File: config.mk
export PLATFORM = sky130hd
export DESIGN_NAME = sha_sched_mem
export DESIGN_NICKNAME = d
export VERILOG_FILES = /design/src/rtl/sha_pkg.sv /design/src/rtl/sha_sched_mem.sv
export SDC_FILE = /design/constraint.sdc
export NUM_CORES = 1
export LEC_CHECK = 0
export BUFFER_PORTS_ARGS = -buffer_cell sky130_fd_sc_hd__buf_2
export CAP_MARGIN = 25
export CORE_MARGIN = 2
export CORE_UTILIZATION = 60
export CTS_BUF_LIST = sky130_fd_sc_hd__clkbuf_8
export DETAILED_ROUTE_END_ITERATION = 8
export HOLD_SLACK_MARGIN = 0.1
export PLACE_DENSITY = 0.78
export SLEW_MARGIN = 20
export SYNTH_ARGS = -nofsm -noshare
export SYNTH_HDL_FRONTEND = slang
export SYNTH_SLANG_ARGS = --single-unit
File: constraint.sdc
create_clock -name clk_i -period 8.5 [get_ports clk_i]
set_clock_uncertainty 0.05 [all_clocks]
set_input_delay 0.85 -clock clk_i [delete_from_list [all_inputs] [get_ports clk_i]]
set_output_delay 0.85 -clock clk_i [all_outputs]
set_load 0.01 [all_outputs]
File: src/rtl/sha_pkg.sv
// package for the sha-256 stream hasher: constants, types and round functions
// used by sha_sched_mem, sha_round_core and sha256_stream_hasher_unit
// no dependencies
package sha_pkg;

  localparam int unsigned WordW  = 32;
  localparam int unsigned SlotW  = 4;
  localparam int unsigned RoundW = 6;
  localparam logic [7:0]  PadMark = 8'h80;
  localparam logic [SlotW-1:0] LenSlot = 4'd14;

  typedef logic [WordW-1:0] word_t;

  typedef enum logic [2:0] {
    StIdle,
    StPad,
    StInit,
    StRound,
    StFold,
    StEmit
  } state_e;

  // request from the sequencer to the compression core
  typedef struct packed {
    logic start;        // load working vars from chain
    logic step;         // one round with given schedule word
    logic fold;         // add working vars into chain
    logic reset_chain;  // back to initial values
  } core_ctl_t;

  function automatic word_t init_hash(input logic [2:0] i);
    case (i)
      3'd0: init_hash = 32'h6a09e667;
      3'd1: init_hash = 32'hbb67ae85;
      3'd2: init_hash = 32'h3c6ef372;
      3'd3: init_hash = 32'ha54ff53a;
      3'd4: init_hash = 32'h510e527f;
      3'd5: init_hash = 32'h9b05688c;
      3'd6: init_hash = 32'h1f83d9ab;
      default: init_hash = 32'h5be0cd19;
    endcase
  endfunction

  function automatic word_t round_k(input logic [RoundW-1:0] t);
    word_t k [64];
    k = '{
      32'h428a2f98, 32'h71374491, 32'hb5c0fbcf, 32'he9b5dba5, 32'h3956c25b, 32'h59f111f1,
      32'h923f82a4, 32'hab1c5ed5, 32'hd807aa98, 32'h12835b01, 32'h243185be, 32'h550c7dc3,
      32'h72be5d74, 32'h80deb1fe, 32'h9bdc06a7, 32'hc19bf174, 32'he49b69c1, 32'hefbe4786,
      32'h0fc19dc6, 32'h240ca1cc, 32'h2de92c6f, 32'h4a7484aa, 32'h5cb0a9dc, 32'h76f988da,
      32'h983e5152, 32'ha831c66d, 32'hb00327c8, 32'hbf597fc7, 32'hc6e00bf3, 32'hd5a79147,
      32'h06ca6351, 32'h14292967, 32'h27b70a85, 32'h2e1b2138, 32'h4d2c6dfc, 32'h53380d13,
      32'h650a7354, 32'h766a0abb, 32'h81c2c92e, 32'h92722c85, 32'ha2bfe8a1, 32'ha81a664b,
      32'hc24b8b70, 32'hc76c51a3, 32'hd192e819, 32'hd6990624, 32'hf40e3585, 32'h106aa070,
      32'h19a4c116, 32'h1e376c08, 32'h2748774c, 32'h34b0bcb5, 32'h391c0cb3, 32'h4ed8aa4a,
      32'h5b9cca4f, 32'h682e6ff3, 32'h748f82ee, 32'h78a5636f, 32'h84c87814, 32'h8cc70208,
      32'h90befffa, 32'ha4506ceb, 32'hbef9a3f7, 32'hc67178f2};
    round_k = k[t];
  endfunction

  function automatic word_t rotr(input word_t x, input int unsigned n);
    rotr = (x >> n) | (x << (WordW - n));
  endfunction

endpackage

File: src/rtl/sha_sched_mem.sv
// message schedule window: 16 x 32 synchronous memory, one write port,
// two read ports with registered data; uses sha_pkg
module sha_sched_mem
  import sha_pkg::*;
(
  input  logic             clk_i,
  input  logic             we_i,
  input  logic [SlotW-1:0] waddr_i,
  input  word_t            wdata_i,
  input  logic [SlotW-1:0] raddr_a_i,
  input  logic [SlotW-1:0] raddr_b_i,
  output word_t            rdata_a_o,
  output word_t            rdata_b_o
);

  word_t mem [16];

  always_ff @(posedge clk_i) begin
    if (we_i) begin
      mem[waddr_i] <= wdata_i;
    end
    rdata_a_o <= mem[raddr_a_i];
    rdata_b_o <= mem[raddr_b_i];
  end

endmodule

==> impl_metrics.env <==
export IMPL_core_area_mm2=0.0397
export IMPL_yosysUniqueCellTypes=17
export IMPL_num_rows=73
export IMPL_holdWs_ns=0.515
export IMPL_cts_tree="yes"
export IMPL_yosys_area_share_simple_pct=1.63
export IMPL_drive_above_1_share_pct=40.2
export IMPL_fmax_ghz=0.349
export IMPL_slowest_delay_ns=0.92
export IMPL_clk_latency_ns=0.66
export IMPL_worst_slew_pin_transition_ns=1.06
export IMPL_crit_required_ns=8.97
export IMPL_drtPass1Iterations=7
export IMPL_syn_avg_cell_area_um2=21.2
export IMPL_yosys_area_share_xor_xnor_pct=0
export IMPL_gp_congestion=0.731
export IMPL_grt_usage_pct=28.0
export IMPL_clkTransAtPathRegs_ns=0.06
export IMPL_avgViaCountPerCell=6.81
export IMPL_postCtsSetupBuffers=0
export IMPL_rsz0062_at_grt="no"
export IMPL_synth_top_family_by_area="multiplexers"
export IMPL_cap_violations=0
export IMPL_antenna_left=0
export IMPL_final_hold_violation_count=0
export IMPL_grt_pass1_vias=13300
export IMPL_cts_hold_buffers=0
export IMPL_drt_iter0_drc=1356
export IMPL_vias=12900
export IMPL_antenna_found_initial=1
export IMPL_synth_nets=1187
export IMPL_critPathSlowestCell="buf_4"
export IMPL_setup_ws_ns=5.64
export IMPL_synthAdderAreaFrac_pct=0
export IMPL_min_period_over_period_pct=33.7
export IMPL_grt_max_degree=80
export IMPL_grt_pass1_wl_mm=83.3
export IMPL_slew_headroom_pct=29.1
export IMPL_finalSetupViolations=0
export IMPL_yosys_warnings=0
export IMPL_met3_length_mm=4.57
export IMPL_finalSetupTns_ns=0
export IMPL_syn_instance_count=1141
export IMPL_highest_layer="met5"
export IMPL_critPathKind="input port to register"
export IMPL_drc=0
export IMPL_hpwl_mm=28.2
export IMPL_fp_dieW_um=205
export IMPL_ioPinCount=110
export IMPL_fin_nets=1334
export IMPL_startpoint_type="input port"
export IMPL_cts_resized=0
export IMPL_hold_class="input port to register"
export IMPL_overflow=0
export IMPL_numPortBuffers=109
export IMPL_max_vdd_ir_drop_v=0.000144
export IMPL_h_tree_depth=3
export IMPL_min_path_cells=1
export IMPL_drt_met1_wl_mm=20.8
export IMPL_area_growth_pct=12.9
export IMPL_synth_area_mux_share_pct=23.8
export IMPL_crit_path_frequent_cell="buf_4"
export IMPL_met2WireLength_mm=29.2
export IMPL_start_util_pct=60.9
export IMPL_min_period_ns=2.86
export IMPL_endpoint_kind="register"
export IMPL_cts_buffer_depth=3
export IMPL_postPlaceCellArea_mm2=0.0254
export IMPL_cellPowerDensity_mw_per_mm2=221
export IMPL_die_area_mm2=0.0419
export IMPL_leakage_nw=9.06
export IMPL_place_ws_ns=4.71
export IMPL_wl_per_cell_um=29.9
export IMPL_slew_violations=0
export IMPL_ff2ff_path_depth=3
export IMPL_worstPathMaxFanout=68
export IMPL_cts_sinks=576
export IMPL_wl_mm=56.5
export IMPL_synth_compound_area_share_pct=3.97
export IMPL_final_cell_area_mm2=0.0273
export IMPL_outcome="completed"
export IMPL_ys_seq_area_share_pct=68.9
export IMPL_ctsRootBufferMaster="clkbuf_8"
export IMPL_fin_util_pct=68.7
export IMPL_numCtsBuffers=91
export IMPL_ys_ff_latch=576
export IMPL_syn_area_mm2=0.0242
export IMPL_die_h_um=205
export IMPL_path_cells="buf_4 > buf_4 > mux4_2 > a22oi_1 > nand2_1"
export IMPL_arrival_ns=3.33
[synth_stat cells]
cell type  instances  area, um2
dfxtp_1           64       1280
a22oi_1          128        961
clkbuf_1          39        146
mux4_2           256       5770
buf_1             13       48.8
nand2b_1           2       12.5
nand3_1            1       5.00
edfxtp_1         512      15400
nor2_1            14       52.6
nor3_1             4       20.0
buf_2             16       80.1
and2_1             2       12.5
or3b_2             1       8.76
nand2_1           65        244
nor2b_1            4       25.0
nand3b_1           2       15.0
buf_4             18        135
[final timing paths]
check	start	endpoint	slack (ns)
worst min-delay path	wdata_i[28]	mem[12][28]	0.51
worst min register to register	mem[14][27]	rdata_b_o[27]	0.63
worst max register to register	mem[0][23]	rdata_b_o[23]	7.06
worst max-delay path	raddr_b_i[1]	rdata_b_o[9]	5.64
[power breakdown]
group          internal, W  switching [W]
Clock              0.00131        0.00108
Combinational     0.000204       0.000254
Sequential         0.00317      0.0000343
Total              0.00468        0.00137
[routing by layer]
layer,vias up,track usage [%]
met5,-,0
met4,2,11.6
met3,136,4.85
met2,656,47.7
met1,6806,36.2
li1,5271,-
[critical path: cells and delay by family]
family | cells | cell delay, ns
simple gates | 1 | 0.13
compound gates | 1 | 0.24
buf+inv | 2 | 1.60
mux | 1 | 0.42
[sequential cells by signal, summed over array words and instances (netlist names)]
signal and count:
rdata_a_o 32, rdata_b_o 32, mem 512
[cells by family (layout without fill, tap and decap cells)]
| family | Yosys count | in the layout |
|---|---|---|
| buffers and inverters | 86 | 310 |
| AND/OR/NAND/NOR | 95 | 95 |
| flip-flops | 576 | 576 |
| multiplexers | 256 | 256 |
| other | 0 | 1 |
| AO/OA/AOI/OAI | 128 | 128 |
[per-stage QoR]
stage / instances / total power, W
finish: 1891 / 0.00605
global route: 1890 / 0.00624
CTS: 1888 / 0.00608
detailed placement: 1718 / 0.00372
global placement: 1718 / 0.00370
floorplan: 1141 / 0.00354
[cell type report]
class | count | area (um2)
Sequential cell | 576 | 16700
Fill cell | 2466 | 12400
Tap cell | 525 | 657
Timing Repair Buffer | 140 | 841
Multi-Input combinational cell | 479 | 7280
Clock inverter | 66 | 443
Antenna cell | 1 | 2.50
Clock buffer | 104 | 1430
[cells in the final DEF, fill, tap and decap left out]
master,synthesis,layout
clkinv_1,0,19
inv_1,0,23
nand2_1,65,65
clkinvlp_4,0,3
nor2_4,0,14
nor3_2,0,4
mux4_2,256,256
nor2b_4,0,4
nand3b_1,2,2
nand2b_1,2,2
buf_2,16,105
buf_4,18,31
clkinv_2,0,13
nand3_1,1,1
edfxtp_1,512,512
or3b_2,1,1
clkbuf_8,0,106
bufinv_16,0,6
dfxtp_1,64,64
a22oi_1,128,128
buf_16,0,2
and2_2,0,2
diode_2,0,1
inv_6,0,2
Note: power is estimated with default switching activity, not from simulation.
