$ cat src/rtl/sha_pkg.sv
// package for the sha-256 stream hasher: constants, types and round functions
// used by sha_sched_mem, sha_round_core and sha256_stream_hasher_unit
// no dependencies
package sha_pkg;

  localparam int unsigned WordW  = 32;
  localparam int unsigned SlotW  = 4;
  localparam int unsigned RoundW = 6;
  localparam logic [7:0]  PadMark = 8'h80;
  localparam logic [SlotW-1:0] LenSlot = 4'd14;

  typedef logic [WordW-1:0] word_t;

  typedef enum logic [2:0] {
    StIdle,
    StPad,
    StInit,
    StRound,
    StFold,
    StEmit
  } state_e;

  // request from the sequencer to the compression core
  typedef struct packed {
    logic start;        // load working vars from chain
    logic step;         // one round with given schedule word
    logic fold;         // add working vars into chain
    logic reset_chain;  // back to initial values
  } core_ctl_t;

  function automatic word_t init_hash(input logic [2:0] i);
    case (i)
      3'd0: init_hash = 32'h6a09e667;
      3'd1: init_hash = 32'hbb67ae85;
      3'd2: init_hash = 32'h3c6ef372;
      3'd3: init_hash = 32'ha54ff53a;
      3'd4: init_hash = 32'h510e527f;
      3'd5: init_hash = 32'h9b05688c;
      3'd6: init_hash = 32'h1f83d9ab;
      default: init_hash = 32'h5be0cd19;
    endcase
  endfunction

  function automatic word_t round_k(input logic [RoundW-1:0] t);
    word_t k [64];
    k = '{
      32'h428a2f98, 32'h71374491, 32'hb5c0fbcf, 32'he9b5dba5, 32'h3956c25b, 32'h59f111f1,
      32'h923f82a4, 32'hab1c5ed5, 32'hd807aa98, 32'h12835b01, 32'h243185be, 32'h550c7dc3,
      32'h72be5d74, 32'h80deb1fe, 32'h9bdc06a7, 32'hc19bf174, 32'he49b69c1, 32'hefbe4786,
      32'h0fc19dc6, 32'h240ca1cc, 32'h2de92c6f, 32'h4a7484aa, 32'h5cb0a9dc, 32'h76f988da,
      32'h983e5152, 32'ha831c66d, 32'hb00327c8, 32'hbf597fc7, 32'hc6e00bf3, 32'hd5a79147,
      32'h06ca6351, 32'h14292967, 32'h27b70a85, 32'h2e1b2138, 32'h4d2c6dfc, 32'h53380d13,
      32'h650a7354, 32'h766a0abb, 32'h81c2c92e, 32'h92722c85, 32'ha2bfe8a1, 32'ha81a664b,
      32'hc24b8b70, 32'hc76c51a3, 32'hd192e819, 32'hd6990624, 32'hf40e3585, 32'h106aa070,
      32'h19a4c116, 32'h1e376c08, 32'h2748774c, 32'h34b0bcb5, 32'h391c0cb3, 32'h4ed8aa4a,
      32'h5b9cca4f, 32'h682e6ff3, 32'h748f82ee, 32'h78a5636f, 32'h84c87814, 32'h8cc70208,
      32'h90befffa, 32'ha4506ceb, 32'hbef9a3f7, 32'hc67178f2};
    round_k = k[t];
  endfunction

  function automatic word_t rotr(input word_t x, input int unsigned n);
    rotr = (x >> n) | (x << (WordW - n));
  endfunction

endpackage

$ cat src/rtl/sha_round_core.sv
// sha-256 round unit with working variables and chaining value registers
// depends on sha_pkg
module sha_round_core
  import sha_pkg::*;
(
  input  logic              clk_i,
  input  logic              rst_ni,
  input  core_ctl_t         ctl_i,
  input  word_t             w_i,
  input  logic [RoundW-1:0] round_i,
  input  logic [2:0]        rd_idx_i,
  output word_t             chain_o
);

  word_t v_q [8];
  word_t v_d [8];
  word_t h_q [8];
  word_t h_d [8];
  word_t t1, t2;

  always_comb begin
    t1 = v_q[7] + (rotr(v_q[4], 6) ^ rotr(v_q[4], 11) ^ rotr(v_q[4], 25))
       + ((v_q[4] & v_q[5]) ^ (~v_q[4] & v_q[6])) + round_k(round_i) + w_i;
    t2 = (rotr(v_q[0], 2) ^ rotr(v_q[0], 13) ^ rotr(v_q[0], 22))
       + ((v_q[0] & v_q[1]) ^ (v_q[0] & v_q[2]) ^ (v_q[1] & v_q[2]));
    v_d = v_q;
    h_d = h_q;
    if (ctl_i.start) begin
      v_d = h_q;
    end else if (ctl_i.step) begin
      v_d[7] = v_q[6];
      v_d[6] = v_q[5];
      v_d[5] = v_q[4];
      v_d[4] = v_q[3] + t1;
      v_d[3] = v_q[2];
      v_d[2] = v_q[1];
      v_d[1] = v_q[0];
      v_d[0] = t1 + t2;
    end
    if (ctl_i.reset_chain) begin
      for (int i = 0; i < 8; i++) h_d[i] = init_hash(3'(i));
    end else if (ctl_i.fold) begin
      for (int i = 0; i < 8; i++) h_d[i] = h_q[i] + v_q[i];
    end
  end

  always_ff @(posedge clk_i) begin
    v_q <= v_d;
  end

  always_ff @(posedge clk_i or negedge rst_ni) begin
    if (!rst_ni) begin
      for (int i = 0; i < 8; i++) h_q[i] <= init_hash(3'(i));
    end else begin
      h_q <= h_d;
    end
  end

  assign chain_o = h_q[rd_idx_i];

  property p_excl;
    @(posedge clk_i) disable iff (!rst_ni)
      !(ctl_i.start && ctl_i.step);
  endproperty
  a_excl: assert property (p_excl) else $error("start and step together");

  a_fold_reset: assert property (@(posedge clk_i) disable iff (!rst_ni)
      !(ctl_i.fold && ctl_i.reset_chain)) else $error("fold and chain reset together");

  a_reset_val: assert property (@(posedge clk_i) disable iff (!rst_ni)
      ctl_i.reset_chain |=> h_q[0] == 32'h6a09e667) else $error("chain not reloaded");

endmodule

$ cat config.mk
export PLATFORM = sky130hd
export DESIGN_NAME = sha_round_core
export DESIGN_NICKNAME = d
export VERILOG_FILES = /design/src/rtl/sha_pkg.sv /design/src/rtl/sha_round_core.sv
export SDC_FILE = /design/constraint.sdc
export NUM_CORES = 2
export LEC_CHECK = 0
export BUFFER_PORTS_ARGS = -buffer_cell sky130_fd_sc_hd__buf_4
export CORE_ASPECT_RATIO = 0.6
export CORE_MARGIN = 2
export CORE_UTILIZATION = 31
export DETAILED_ROUTE_END_ITERATION = 7
export SLEW_MARGIN = 15
export SYNTH_ARGS = -nofsm -noshare
export SYNTH_HDL_FRONTEND = slang
export SYNTH_SLANG_ARGS = --single-unit
$ cat constraint.sdc
create_clock -name clk_i -period 12.3 [get_ports clk_i]
set_input_delay 0.615 -clock clk_i [delete_from_list [all_inputs] [get_ports clk_i]]
set_output_delay 0.615 -clock clk_i [all_outputs]
set_load 0.01 [all_outputs]
==> results.txt <==
Worst hold path class: input pin to async pin. In this run, post-CTS repair resized a total of 0 instances. Setup violation total in the final timing report: 0. The post-synthesis to final-layout area growth was 9.42%.

In this run the core area contains 110 standard-cell rows. At the worst endpoint, the arrival time is 9.59 ns. After detailed routing, the number of remaining DRC violations is 0. The first global-routing pass estimated 250000 µm of wire.

TritonCTS built the clock tree. The critical path's largest stage delay was 0.77 ns. For the routability congestion estimate from global placement, the log shows 1.01.

The worst register-to-register path has a depth of 34. The detailed router finished its first iteration with 4996 violations. Maximum fanout count along the critical path: 6.

Clock-pin slew was measured on the worst setup and hold paths at 0.07 ns. After clock tree synthesis, the setup repair step added 0 buffers. The mean routed wirelength per cell works out to 24.4 µm. For this design, the CTS-stage hold fixing added 0 buffers. The classification of the worst setup path is register to register.

STA puts the critical path data required time at 12.68 ns. Post-synth design cell area: 0.0467 mm². The floorplan step defined a die boundary enclosing 0.154 mm². The run gives 0 as the number of max-slew violations in the final report.

The detailed-route vias per instance is 5.60, and the proportion of synthesized chip area in sequential cells is 30.6%. A synthesized cell averages 9.42 µm². The floorplan step set the die height to 305 µm.

After the last flow step, the layout net total stands at 5451. Global routing consumed, on the met1 layer, 35.2% of the routing resources. The run gives 0 ns as the summed negative setup slack over all endpoints. Summing all multi-input logic gate instances after layout gives 0.0301 mm².

In this run, synthesis inferred 256 flip-flops with an integrated enable. During I/O placement, the number of pins put on the boundary was 79. The synthesized instance count was 4954; the met2 global-route usage was 26.9%. Entering global routing, the biggest net connects 140 pins. The slowest stage of the critical path is the edfxtp_1 cell. Counting the buffers created by CTS gives 50. Detailed routing inserted a total of 39000 vias. The count of maximum capacitance violations is 0.

The clock reaches the later pin of the worst-skew pair after 0.66 ns. Between clock sinks in the finished design, the worst skew comes to 0.0317 ns. The die is 505 µm wide. The worst setup path is captured at a register. During synthesis, Yosys emitted a total of 0 warnings. For this run, the leading register cell type out of synthesis is edfxtp_1.

The post-synthesis net count was 5493. The worst setup path is launched from a register. Number of buffers added on ports: 78. Once detail routing completed, the nets flagged for antenna violations numbered 0. The transition time at the pin with the least slew margin works out to 1.22 ns.

The H-tree was split into 2 levels. After detailed routing, the total wire length is 170000 µm. Global routing consumed, on the met3 layer, 6.98% of the routing resources.

The number of antenna violations at the first check in global routing is 4. The share of synthesized flip-flops with an asynchronous set or reset came out at 50.0%. The core outline area is 0.150 mm², and the part of the cycle the worst path needs is 74.8%. The run finished with clean final reports. The run gives 0 as the number of hold violations in the final report.

The global router's overall resource usage was 21.5%; the initial core utilization was 31.2%. The number of distinct library cell variants in the gate-level netlist after synthesis was 92; the maximum clock insertion buffer count was 3. In the final layout, the share of cells above drive strength 1 is 14.5%. The number of search-and-repair iterations in the first detailed-routing pass is 6. Setup repair after global routing left no endpoint under its margin. In this run the tightest slew margin relative to its limit is 18.1%. The remaining global-route overflow is 0, and the number of filler instances in the final layout is 15400. Summed over all nets, the half-perimeter wirelength after detailed placement is 130000 µm.

The synthesized design contains 512 register bits. Derived from the worst setup path, the maximum achievable clock frequency is 109 MHz. The clock drives 512 sinks.

CTS placed an instance of clkbuf_16 at the clock tree root. The number of global-route vias before repair was 36000; the shortest period the worst path allows was 9.20 ns. The highest-utilization routing layer at the global route stage is met1.

The tools report the area taken by flip-flops and latches as 0.0143 mm².
## path summary, 6_finish.rpt
| kind | startpoint | to | slack [ns] |
|---|---|---|---|
| min reg2reg | h_q[214] | h_q[214] | 0.53 |
| min in group clk_i | ctl_i[1] | h_q[188] | 0.34 |
| min | rst_ni | h_q[94] | 0.07 |
| max | v_q[122] | v_q[255] | 3.10 |
| max reg2reg | v_q[122] | v_q[255] | 3.10 |
| max in group asynchronous | rst_ni | h_q[2] | 9.99 |
## area by class of cell
type | instances | share of cell area [%]
diodes | 1 | 0.00490
flip-flops and latches | 512 | 27.9
inverters | 393 | 2.90
repair buffers | 133 | 2.06
clock inverters | 19 | 0.416
clock buffers | 75 | 2.83
multi-input cells | 3822 | 58.9
well taps | 2016 | 4.94
## state kept, by name, summed over array words and instances (netlist names)
| register | flops |
|---|---|
| v_q | 256 |
| h_q | 256 |
## logic make-up after synthesis
group,count (synthesis),synth area share [%]
multiplexers,412,11.4
adder cells (fa/ha/maj),494,15.4
flip-flops,512,30.6
buffers and inverters,620,4.99
AND/OR/NAND/NOR,1083,10.7
XOR/XNOR,410,7.69
AO/OA/AOI/OAI,1423,19.3
## layer usage
layer	up-vias	wire [µm]
met5	-	7
met1	19300	85200
met2	1857	62200
li1	17800	-
met3	128	21100
met4	2	1900
## cell usage after synthesis (136+ instances only)
| cell | n | area, µm² |
|---|---|---|
| ha_1 | 359 | 4490 |
| a21o_1 | 168 | 1260 |
| xor2_1 | 161 | 1410 |
| nor2_1 | 362 | 1360 |
| inv_1 | 389 | 1460 |
| edfxtp_1 | 256 | 7690 |
| mux2_2 | 254 | 2860 |
| nand2_1 | 310 | 1160 |
| dfstp_2 | 136 | 3570 |
| o21ai_0 | 349 | 1750 |
| clkbuf_1 | 197 | 739 |
| xnor2_1 | 249 | 2180 |
| a21oi_1 | 399 | 2000 |
## cells in the final DEF, fill, tap and decap left out, types with 136 or more instances in the layout
cell type	synthesis	final
a21oi_1	399	399
inv_1	389	388
nor2_1	362	362
ha_1	359	359
o21ai_0	349	348
nand2_1	310	310
edfxtp_1	256	256
mux2_2	254	254
xnor2_1	249	249
a21o_1	168	168
xor2_1	161	161
dfstp_2	136	136
## through the flow
step | util, % | setup slack [ns] | hold slack, ns | area [µm²] | instances
finish | 34.1 | 3.10 | 0.0703 | 51100 | 6971
detailed placement | 33.0 | 2.80 | 0.525 | 49400 | 6876
floorplan | - | 4.23 | 0.319 | 46700 | 4954
global route | 34.1 | 2.70 | 0.116 | 51100 | 6970
CTS | 34.1 | 3.40 | 0.0926 | 51100 | 6970
global placement | 33.0 | 2.78 | 0.512 | 49400 | 6876
## worst max-delay path, delay by kind of cell (launching register included)
| family | cells | cell delay (ns) |
|---|---|---|
| flops | 1 | 0.77 |
| xor+xnor | 5 | 1.42 |
| compound gates | 11 | 2.08 |
| fa+ha+maj | 7 | 2.91 |
| buf+inv | 6 | 0.54 |
| simple gates | 5 | 1.22 |
Power is left out: the tool's default activity adds up to more than one toggle a clock period on the data nets, which glitch-free logic cannot reach.
